==> src/rtl/b64d_pkg.sv <==
package b64d_pkg;

    // widths of the counters and fields
    localparam int COUNT_WIDTH = 20;
    localparam int CAP_WIDTH   = 20;
    localparam int BCNT_WIDTH  = 20;
    localparam int JOB_DEPTH   = 4;

    // codes of the input command and the result kind
    localparam logic CMD_CHAR    = 1'b0;
    localparam logic CMD_FINISH  = 1'b1;
    localparam logic KIND_DATA   = 1'b0;
    localparam logic KIND_DONE   = 1'b1;

    // sextets of the two punctuation characters and alphabet offsets
    localparam logic [5:0] SEXTET_PLUS  = 6'd62;
    localparam logic [5:0] SEXTET_SLASH = 6'd63;
    localparam logic [7:0] LOWER_BIAS   = 8'd71;   // 'a' - 26
    localparam logic [7:0] DIGIT_BIAS   = 8'd4;    // 52 - '0'

    localparam logic [BCNT_WIDTH-1:0] CAP_RESET = '1;

    typedef struct packed {
        logic       command;
        logic [7:0] symbol;
    } in_item_t;

    typedef struct packed {
        logic                  kind;
        logic [7:0]            data_byte;
        logic [BCNT_WIDTH-1:0] byte_count;
        logic                  overflow_error;
        logic                  last;
    } out_item_t;

    // one queued job: decoded bytes of one item plus an optional done report
    typedef struct packed {
        logic                  finish;
        logic [1:0]            nbytes;
        logic [2:0][7:0]       bytes;
        logic [BCNT_WIDTH-1:0] count;
        logic                  err;
    } job_t;

    // alphabet lookup: bit 6 set when the code is a base64 character
    function automatic logic [6:0] sextet_of(input logic [7:0] ch);
        logic [6:0] r;
        r = '0;
        if (ch >= "A" && ch <= "Z") begin
            r = {1'b1, 6'(ch - 8'(65))};
        end else if (ch >= "a" && ch <= "z") begin
            r = {1'b1, 6'(ch - LOWER_BIAS)};
        end else if (ch >= "0" && ch <= "9") begin
            r = {1'b1, 6'(ch + DIGIT_BIAS)};
        end else if (ch == "+") begin
            r = {1'b1, SEXTET_PLUS};
        end else if (ch == "/") begin
            r = {1'b1, SEXTET_SLASH};
        end
        return r;
    endfunction

    function automatic logic [7:0] byte0(input logic [5:0] a, input logic [5:0] b);
        return {a, b[5:4]};
    endfunction

    function automatic logic [7:0] byte1(input logic [5:0] b, input logic [5:0] c);
        return {b[3:0], c[5:2]};
    endfunction

    function automatic logic [7:0] byte2(input logic [5:0] c, input logic [5:0] d);
        return {c[1:0], d};
    endfunction

endpackage

==> src/rtl/b64d_front.sv <==
module b64d_front (
    input  logic                                 clk,
    input  logic                                 rst_n,
    input  logic                                 push,
    input  b64d_pkg::in_item_t                   item,
    input  logic                                 cfg_write,
    input  logic [b64d_pkg::CAP_WIDTH-1:0]       cfg_data,
    input  logic                                 job_full,
    output logic                                 full,
    output logic                                 job_push,
    output b64d_pkg::job_t                       job
);

    localparam int CW   = b64d_pkg::COUNT_WIDTH;
    localparam int WIDE = ((CW > b64d_pkg::CAP_WIDTH) ? CW : b64d_pkg::CAP_WIDTH) + 1;

    logic [b64d_pkg::CAP_WIDTH-1:0] cap_reg;
    logic [5:0]                     pend_reg  [3];
    logic [5:0]                     pend_next [3];
    logic [1:0]                     cnt_reg, cnt_next;
    logic [CW-1:0]                  bytes_reg, bytes_next;
    logic                           err_reg, err_next;

    logic            accept;
    logic [6:0]      sx;
    logic [WIDE-1:0] eff_cap, cap_w, max_w, sum3, sum_fl;
    logic [1:0]      need;

    assign full   = job_full;
    assign accept = push && !full;
    assign sx     = b64d_pkg::sextet_of(item.symbol);

    // capacity saturated at what the byte counter can hold
    assign cap_w   = WIDE'(cap_reg);
    assign max_w   = WIDE'({CW{1'b1}});
    assign eff_cap = (cap_w < max_w) ? cap_w : max_w;
    assign need    = cnt_reg - 2'd1;
    assign sum3    = WIDE'(bytes_reg) + WIDE'(3);
    assign sum_fl  = WIDE'(bytes_reg) + WIDE'(need);

    // classify the item and update the decoder state
    always_comb
    begin
        pend_next  = pend_reg;
        cnt_next   = cnt_reg;
        bytes_next = bytes_reg;
        err_next   = err_reg;
        job_push   = 1'b0;
        job        = '0;
        if (accept) begin
            if (item.command == b64d_pkg::CMD_CHAR) begin
                if (!err_reg && sx[6]) begin
                    if (cnt_reg != 2'd3) begin
                        pend_next[cnt_reg] = sx[5:0];
                        cnt_next           = cnt_reg + 2'd1;
                    end else begin
                        cnt_next = 2'd0;
                        if (sum3 > eff_cap) begin
                            err_next = 1'b1;
                        end else begin
                            job_push     = 1'b1;
                            job.nbytes   = 2'd3;
                            job.bytes[0] = b64d_pkg::byte0(pend_reg[0], pend_reg[1]);
                            job.bytes[1] = b64d_pkg::byte1(pend_reg[1], pend_reg[2]);
                            job.bytes[2] = b64d_pkg::byte2(pend_reg[2], sx[5:0]);
                            bytes_next   = CW'(sum3);
                        end
                    end
                end
            end else begin
                job_push   = 1'b1;
                job.finish = 1'b1;
                if (!err_reg && cnt_reg[1]) begin
                    if (sum_fl > eff_cap) begin
                        err_next = 1'b1;
                    end else begin
                        job.nbytes   = need;
                        job.bytes[0] = b64d_pkg::byte0(pend_reg[0], pend_reg[1]);
                        job.bytes[1] = b64d_pkg::byte1(pend_reg[1], pend_reg[2]);
                        bytes_next   = CW'(sum_fl);
                    end
                end
                job.count  = b64d_pkg::BCNT_WIDTH'(bytes_next);
                job.err    = err_next;
                // finish clears everything but the capacity
                pend_next  = '{default: '0};
                cnt_next   = 2'd0;
                bytes_next = '0;
                err_next   = 1'b0;
            end
        end
    end

    // capacity register
    always_ff @(posedge clk or negedge rst_n)
    begin
        if (!rst_n) begin
            cap_reg <= b64d_pkg::CAP_RESET;
        end else if (cfg_write) begin
            cap_reg <= cfg_data;
        end
    end

    // decoder state
    always_ff @(posedge clk or negedge rst_n)
    begin
        if (!rst_n) begin
            pend_reg  <= '{default: '0};
            cnt_reg   <= 2'd0;
            bytes_reg <= '0;
            err_reg   <= 1'b0;
        end else begin
            pend_reg  <= pend_next;
            cnt_reg   <= cnt_next;
            bytes_reg <= bytes_next;
            err_reg   <= err_next;
        end
    end

endmodule

==> src/rtl/b64d_job_fifo.sv <==
module b64d_job_fifo (
    input  logic           clk,
    input  logic           rst_n,
    input  logic           push,
    input  b64d_pkg::job_t push_data,
    input  logic           pop,
    output logic           full,
    output logic           empty,
    output b64d_pkg::job_t head
);

    localparam int DEPTH = b64d_pkg::JOB_DEPTH;
    localparam int PW    = $clog2(DEPTH);
    localparam int CNTW  = $clog2(DEPTH + 1);

    b64d_pkg::job_t slot_reg [DEPTH];
    logic [PW-1:0]   wptr_reg, rptr_reg;
    logic [CNTW-1:0] fill_reg;
    logic            do_push, do_pop;

    assign full    = (fill_reg == CNTW'(DEPTH));
    assign empty   = (fill_reg == '0);
    assign do_push = push && !full;
    assign do_pop  = pop && !empty;
    assign head    = slot_reg[rptr_reg];

    // storage
    always_ff @(posedge clk)
    begin
        if (do_push) begin
            slot_reg[wptr_reg] <= push_data;
        end
    end

    // pointers wrap naturally, depth is a power of two
    always_ff @(posedge clk or negedge rst_n)
    begin
        if (!rst_n) begin
            wptr_reg <= '0;
            rptr_reg <= '0;
            fill_reg <= '0;
        end else begin
            if (do_push) begin
                wptr_reg <= wptr_reg + PW'(1);
            end
            if (do_pop) begin
                rptr_reg <= rptr_reg + PW'(1);
            end
            if (do_push && !do_pop) begin
                fill_reg <= fill_reg + CNTW'(1);
            end else if (do_pop && !do_push) begin
                fill_reg <= fill_reg - CNTW'(1);
            end
        end
    end

endmodule

==> src/rtl/b64d_back.sv <==
module b64d_back (
    input  logic                clk,
    input  logic                rst_n,
    input  logic                job_empty,
    input  b64d_pkg::job_t      job,
    output logic                job_pop,
    input  logic                pop,
    output logic                empty,
    output b64d_pkg::out_item_t result
);

    logic                 out_valid_reg;
    b64d_pkg::out_item_t  out_reg, out_next;
    logic [1:0]           idx_reg;
    logic                 load, is_data, job_last;

    assign load     = !job_empty && (!out_valid_reg || pop);
    assign is_data  = (idx_reg < job.nbytes);
    assign job_last = is_data ? ((idx_reg == job.nbytes - 2'd1) && !job.finish) : 1'b1;
    assign job_pop  = load && job_last;
    assign empty    = !out_valid_reg;
    assign result   = out_reg;

    // build the next result of the head job
    always_comb
    begin
        out_next = '0;
        if (is_data) begin
            out_next.kind      = b64d_pkg::KIND_DATA;
            out_next.data_byte = job.bytes[idx_reg];
        end else begin
            out_next.kind           = b64d_pkg::KIND_DONE;
            out_next.byte_count     = job.count;
            out_next.overflow_error = job.err;
        end
        out_next.last = job_last;
    end

    // output register and result index
    always_ff @(posedge clk or negedge rst_n)
    begin
        if (!rst_n) begin
            out_valid_reg <= 1'b0;
            idx_reg       <= 2'd0;
        end else begin
            if (load) begin
                out_valid_reg <= 1'b1;
                idx_reg       <= job_last ? 2'd0 : idx_reg + 2'd1;
            end else if (pop) begin
                out_valid_reg <= 1'b0;
            end
        end
    end

    always_ff @(posedge clk)
    begin
        if (load) begin
            out_reg <= out_next;
        end
    end

endmodule

==> src/rtl/base64_decoder.sv <==
// base64 decoder, one text character or one finish command per transfer.
// input side: drive item and raise push; the transfer happens on a clock
// edge with push high and full low. item.command selects a character or
// the end of text; characters outside the base64 alphabet are skipped.
// result side: while empty is low the oldest result sits on result, and a
// clock edge with pop high takes it. each group of four characters gives
// three data bytes; a finish gives the flushed bytes and a done report with
// the byte count and overflow flag. last marks an item's final result.
// cfg_write with cfg_data sets the output capacity; the user must write it
// only while idle, the block itself does not enforce this. the first result
// of an item passes through the job queue and the output register before it
// shows on result. throughput: one item per cycle while full is low, one
// result per cycle while pop is high and a job is queued; the front decodes
// an item in its transfer cycle and queues up to four jobs. a stalled
// receiver fills the job queue and then full rises; nothing is lost. reset
// clears the decoder state and queue and sets the capacity to its maximum.
module base64_decoder (
    input  logic                           clk,
    input  logic                           rst_n,
    input  logic                           push,
    output logic                           full,
    input  b64d_pkg::in_item_t             item,
    output logic                           empty,
    input  logic                           pop,
    output b64d_pkg::out_item_t            result,
    input  logic                           cfg_write,
    input  logic [b64d_pkg::CAP_WIDTH-1:0] cfg_data
);

    logic           job_push, job_full, job_empty, job_pop;
    b64d_pkg::job_t job_in, job_head;

    // classify items and update state
    b64d_front u_front (
        .clk       (clk),
        .rst_n     (rst_n),
        .push      (push),
        .item      (item),
        .cfg_write (cfg_write),
        .cfg_data  (cfg_data),
        .job_full  (job_full),
        .full      (full),
        .job_push  (job_push),
        .job       (job_in)
    );

    // queue between front and back
    b64d_job_fifo u_fifo (
        .clk       (clk),
        .rst_n     (rst_n),
        .push      (job_push),
        .push_data (job_in),
        .pop       (job_pop),
        .full      (job_full),
        .empty     (job_empty),
        .head      (job_head)
    );

    // emit results one at a time
    b64d_back u_back (
        .clk       (clk),
        .rst_n     (rst_n),
        .job_empty (job_empty),
        .job       (job_head),
        .job_pop   (job_pop),
        .pop       (pop),
        .empty     (empty),
        .result    (result)
    );

endmodule

==> config.mk <==
export PLATFORM = sky130hd
export DESIGN_NAME = base64_decoder
export DESIGN_NICKNAME = d
export VERILOG_FILES = /design/src/rtl/b64d_pkg.sv /design/src/rtl/b64d_front.sv /design/src/rtl/b64d_job_fifo.sv /design/src/rtl/b64d_back.sv /design/src/rtl/base64_decoder.sv
export SDC_FILE = /design/constraint.sdc
export NUM_CORES = 1
export LEC_CHECK = 0
export BUFFER_PORTS_ARGS = -buffer_cell sky130_fd_sc_hd__buf_2
export CAP_MARGIN = 10
export CORE_MARGIN = 10
export CORE_UTILIZATION = 45
export CTS_CLUSTER_SIZE = 8
export DETAILED_ROUTE_END_ITERATION = 8
export PLACE_DENSITY_LB_ADDON = 0.2
export SYNTH_ARGS = -nofsm -noshare
export SYNTH_HDL_FRONTEND = slang
export SYNTH_HIERARCHICAL = 1
export SYNTH_SLANG_ARGS = --single-unit
==> constraint.sdc <==
create_clock -name clk -period 10.6 [get_ports clk]
set_input_delay 0.53 -clock clk [delete_from_list [all_inputs] [get_ports clk]]
set_output_delay 0.53 -clock clk [all_outputs]
set_load 0.02 [all_outputs]
==> impl_results.md <==
* Pin count of the biggest net entering global routing at 57
* Adder-cell share of the synthesized area at under 10%
* HPWL reported at the end of detailed placement at around 23 mm
* RSZ-0062 raised after global routing: no
* Post-synthesis simple-gate area fraction at a little under an eighth
* Area leader, netlist: edfxtp_1
* Sum Neg Setup Slack at 0 ps
* Outcome: complete, no violations
* Synth top area share at between 40% and 50%
* Mapped Cells at around 1,100
* Die area at slightly above 40,000 um^2
* Die Y at about 200 um
* Wire per inst at a little under 20 um
* Root Buffer: clkbuf_16
* Via density per instance at ~5.5
* Fin nets at around 1,300
* Worst Path Required at 10,760 ps
* Period minus WS final at about 6700 ps
* Post-CTS Resized at 0
* Netlist cell types at between 80 and 90
* Sw Ratio at 33.9%
* # setup viols final at 0
* Max stage delay on crit path at about 660 ps
* Max cap viols at 0
* Clock latency at the later pin of the worst-skew pair at between 500 and 600 ps
* H-tree depth at 2
* First-pass GRT wire length at 52.8 mm
* Via count at slightly above 9,000
* Layout area overhead at 12.8%
* Post-Syn Area per Cell at approximately 13 um^2
* Core area at between 30,000 and 40,000 um^2
* Layout cells sized above 1 at between 10% and 20%
* IO buf count at 66
* Tot GR Track Use at between 10% and 20%
* Initial antenna violation count at 0
* Sw Pwr at 1.50 mW
* Final GP Congestion at approximately 0.88
* # rows at 66
* Ys Warns at 6
* Ys async rst share at 24.1%
* Die Width at between 200 and 250 um
* Slew margin rel. at between 30% and 40%
* I/O pins at 67
* First-pass DRT Iterations at 5
* Largest register FFs at 192
* Largest family of logic cells by synthesized area: simple AND/OR/NAND/NOR gates
* Synth Area in Compound Gates at between 9 and 10%
* Top cells by area, synth: edfxtp_1 45%, dfrtp_1 8.6%, mux4_2 7.3%, ha_1 4.9%, dfstp_2 3.5%
* Crit path DAT at ~7000 ps
* Remaining Overflow, GRT at 0
* Clk slew on worst S/H paths at about 60 ps
* Mux contribution to synthesized area at under 10%
* Register bit total from synthesis at about 300
* Diode count at 0
* Crit Path Category: reg2reg
* CP max FO at 30
* Final Hold Fails at 0
* Pint at roughly 2.9 mW
* Maximum VDD drop at 0.135 mV
* Sequential Power Share at between 30% and 40%
* Max frequency at 150 MHz
* Final Max Tran Viols at 0
* Tot Pwr at approximately 4.4 mW
* Fin Clk Skew at 19.0 ps
* Sink Count at between 200 and 300
* Xor-xnor portion of the synthesized cell area at under 10%
* Post-synth EDFFs at about 220
* DR DRC count at 0
* Commonest non-fill, non-tap cell in the layout: edfxtp_1
* Buffers & Inverters on Critical Path at 3
* WL final at 33.0 mm
* Leak at 6.31 nW
* CTS buffer count at between 40 and 50
* Fin crit share at between 60% and 70%
* Initial core utilization at approximately 46%
* Sequential share of the synthesized area at a little under three fifths
* Worst path top cell family by delay: simple AND/OR/NAND/NOR gates
* Power per Cell Area at between 200 and 300 nW/um^2
* Crit. End Element: register
* CTS tree: done
* Syn Nets at 1,236
* Vias in the first global route at 9,226
* Crit start category: register
* Critical path's slowest cell: nor3_4
* Logic pwr share at about a third
* Worst hold path class: in2reg
* Top FF cell, synth: edfxtp_1
* Clk buf depth at 3
* Antenna viol nets, final at 0
* Critical-path cell list: inv_1, ha_1, nand3b_1, or3_1, nor3_1, nand2_1, xnor2_1, ha_1, nand4_1, nor3_1, nand3_1, nor4_1, a211oi_2, buf_4, nor3_4, or2_2, nor2b_1, and2_2, buf_4
* Commonest non-fill, non-tap cells in the layout: 223 x edfxtp_1, 97 x nand2_1, 68 x nor2_1
* Worst Max-Slew Pin Slew at 984 ps
* Detailed Route Iter0 Violations at between 600 and 700
* Clock Power Share at around 28%
* Cell Area, Synth at approximately 15,000 um^2
cell families (layout without fill, tap and decap cells):
| logic type | Yosys count | after routing |
|---|---|---|
| AOI/OAI and AO/OA | 195 | 195 |
| xor gates and xnor gates | 59 | 59 |
| adders and majority gates | 61 | 61 |
| buffers and inverters | 122 | 217 |
| DFF | 294 | 294 |
| muxes | 71 | 71 |
| and+or+nand+nor | 340 | 340 |
cell usage after synthesis, types with 7 or more instances:
cell type    n
edfxtp_1   223
nand2_1     97
nor2_1      68
ha_1        58
inv_1       57
and2_1      52
dfrtp_1     51
mux4_2      48
xnor2_1     45
o21ai_0     44
a21oi_1     38
clkbuf_1    36
dfstp_2     20
nand3_1     20
mux2i_1     18
buf_2       17
and3_1      15
nand4_1     14
nor4_1      13
nor2b_1     12
xor2_1      12
a21o_1      11
a31o_2       9
nand2b_1     9
o311ai_0     8
or3_1        8
a211oi_1     7
a221o_1      7
o21a_1       7
o22ai_1      7
final cells by class:
class                           instances  area, um^2
Multi-Input combinational cell        726        5790
Inverter                               58         218
Clock inverter                          4        63.8
Fill cell                            2838       15800
Timing Repair Buffer                   80         440
Sequential cell                       294        8500
Tap cell                              442         553
Clock buffer                           75        1210
path summary, 6_finish.rpt:
path                       slack (ps)                                 to  cells after the start                        startpoint
max                              3940    u_fifo/slot_reg[3][6]$_DFFE_PP_                     19  u_front/bytes_reg[0]$_DFFE_PN0P_
min reg2reg                       480    u_front/pend_reg[1]$_DFFE_PN0P_                      2   u_front/pend_reg[1]$_DFFE_PN0P_
max in group asynchronous        9060     u_fifo/rptr_reg[0]$_DFFE_PN0P_                      3                             rst_n
min                               210     u_front/cap_reg[4]$_DFFE_PN1P_                      3                       cfg_data[4]
min in group asynchronous         400  u_front/bytes_reg[16]$_DFFE_PN0P_                      2                             rst_n
max reg2reg                      3940    u_fifo/slot_reg[3][6]$_DFFE_PP_                     19  u_front/bytes_reg[0]$_DFFE_PN0P_
tightest hold or removal path, delay by kind of cell:
family | cells | cell delay (ps)
and+or+nand+nor | 1 | 30
buffers and inverters | 1 | 70
AOI/OAI and AO/OA | 1 | 60
per-layer routing:
layer,routed length (um),vias to the layer above,GRT usage (%)
li1,-,4390,-
met1,15800,4517,23.7
met2,14200,310,23.4
met3,2250,59,3.05
met4,714,0,5.21
met5,0,-,0
what timing repair did:
action,in CTS,in global routing
buffers inserted,0,0
hold endpoints to repair,11,0
hold buffers,1,0
power by group through the flow:
stage                     Combinational, mW  Sequential, mW  Clock, mW
final                                  1.48            1.68       1.25
after global routing                   1.65            1.71       1.34
after CTS                              1.50            1.68       1.29
after detailed placement               1.50            1.70          0
after global placement                 1.48            1.70          0
after floorplan                        1.14            1.70          0
per-stage QoR:
| step | util, % | instance area, um^2 | setup WS (ps) | instances | hold slack [ps] |
|---|---|---|---|---|---|
| 6_report | 51.4 | 16800 | 3940 | 1679 | 210 |
| 5_1_grt | 51.4 | 16800 | 3390 | 1679 | 212 |
| 4_1_cts | 51.4 | 16800 | 3900 | 1679 | 179 |
| 3_5_place_dp | 47.5 | 15500 | 3920 | 1599 | 417 |
| 3_3_place_gp | 47.5 | 15500 | 4000 | 1599 | 413 |
| 2_1_floorplan | - | 14900 | 4960 | 1142 | 234 |
Note: power is estimated with default switching activity, not from simulation.
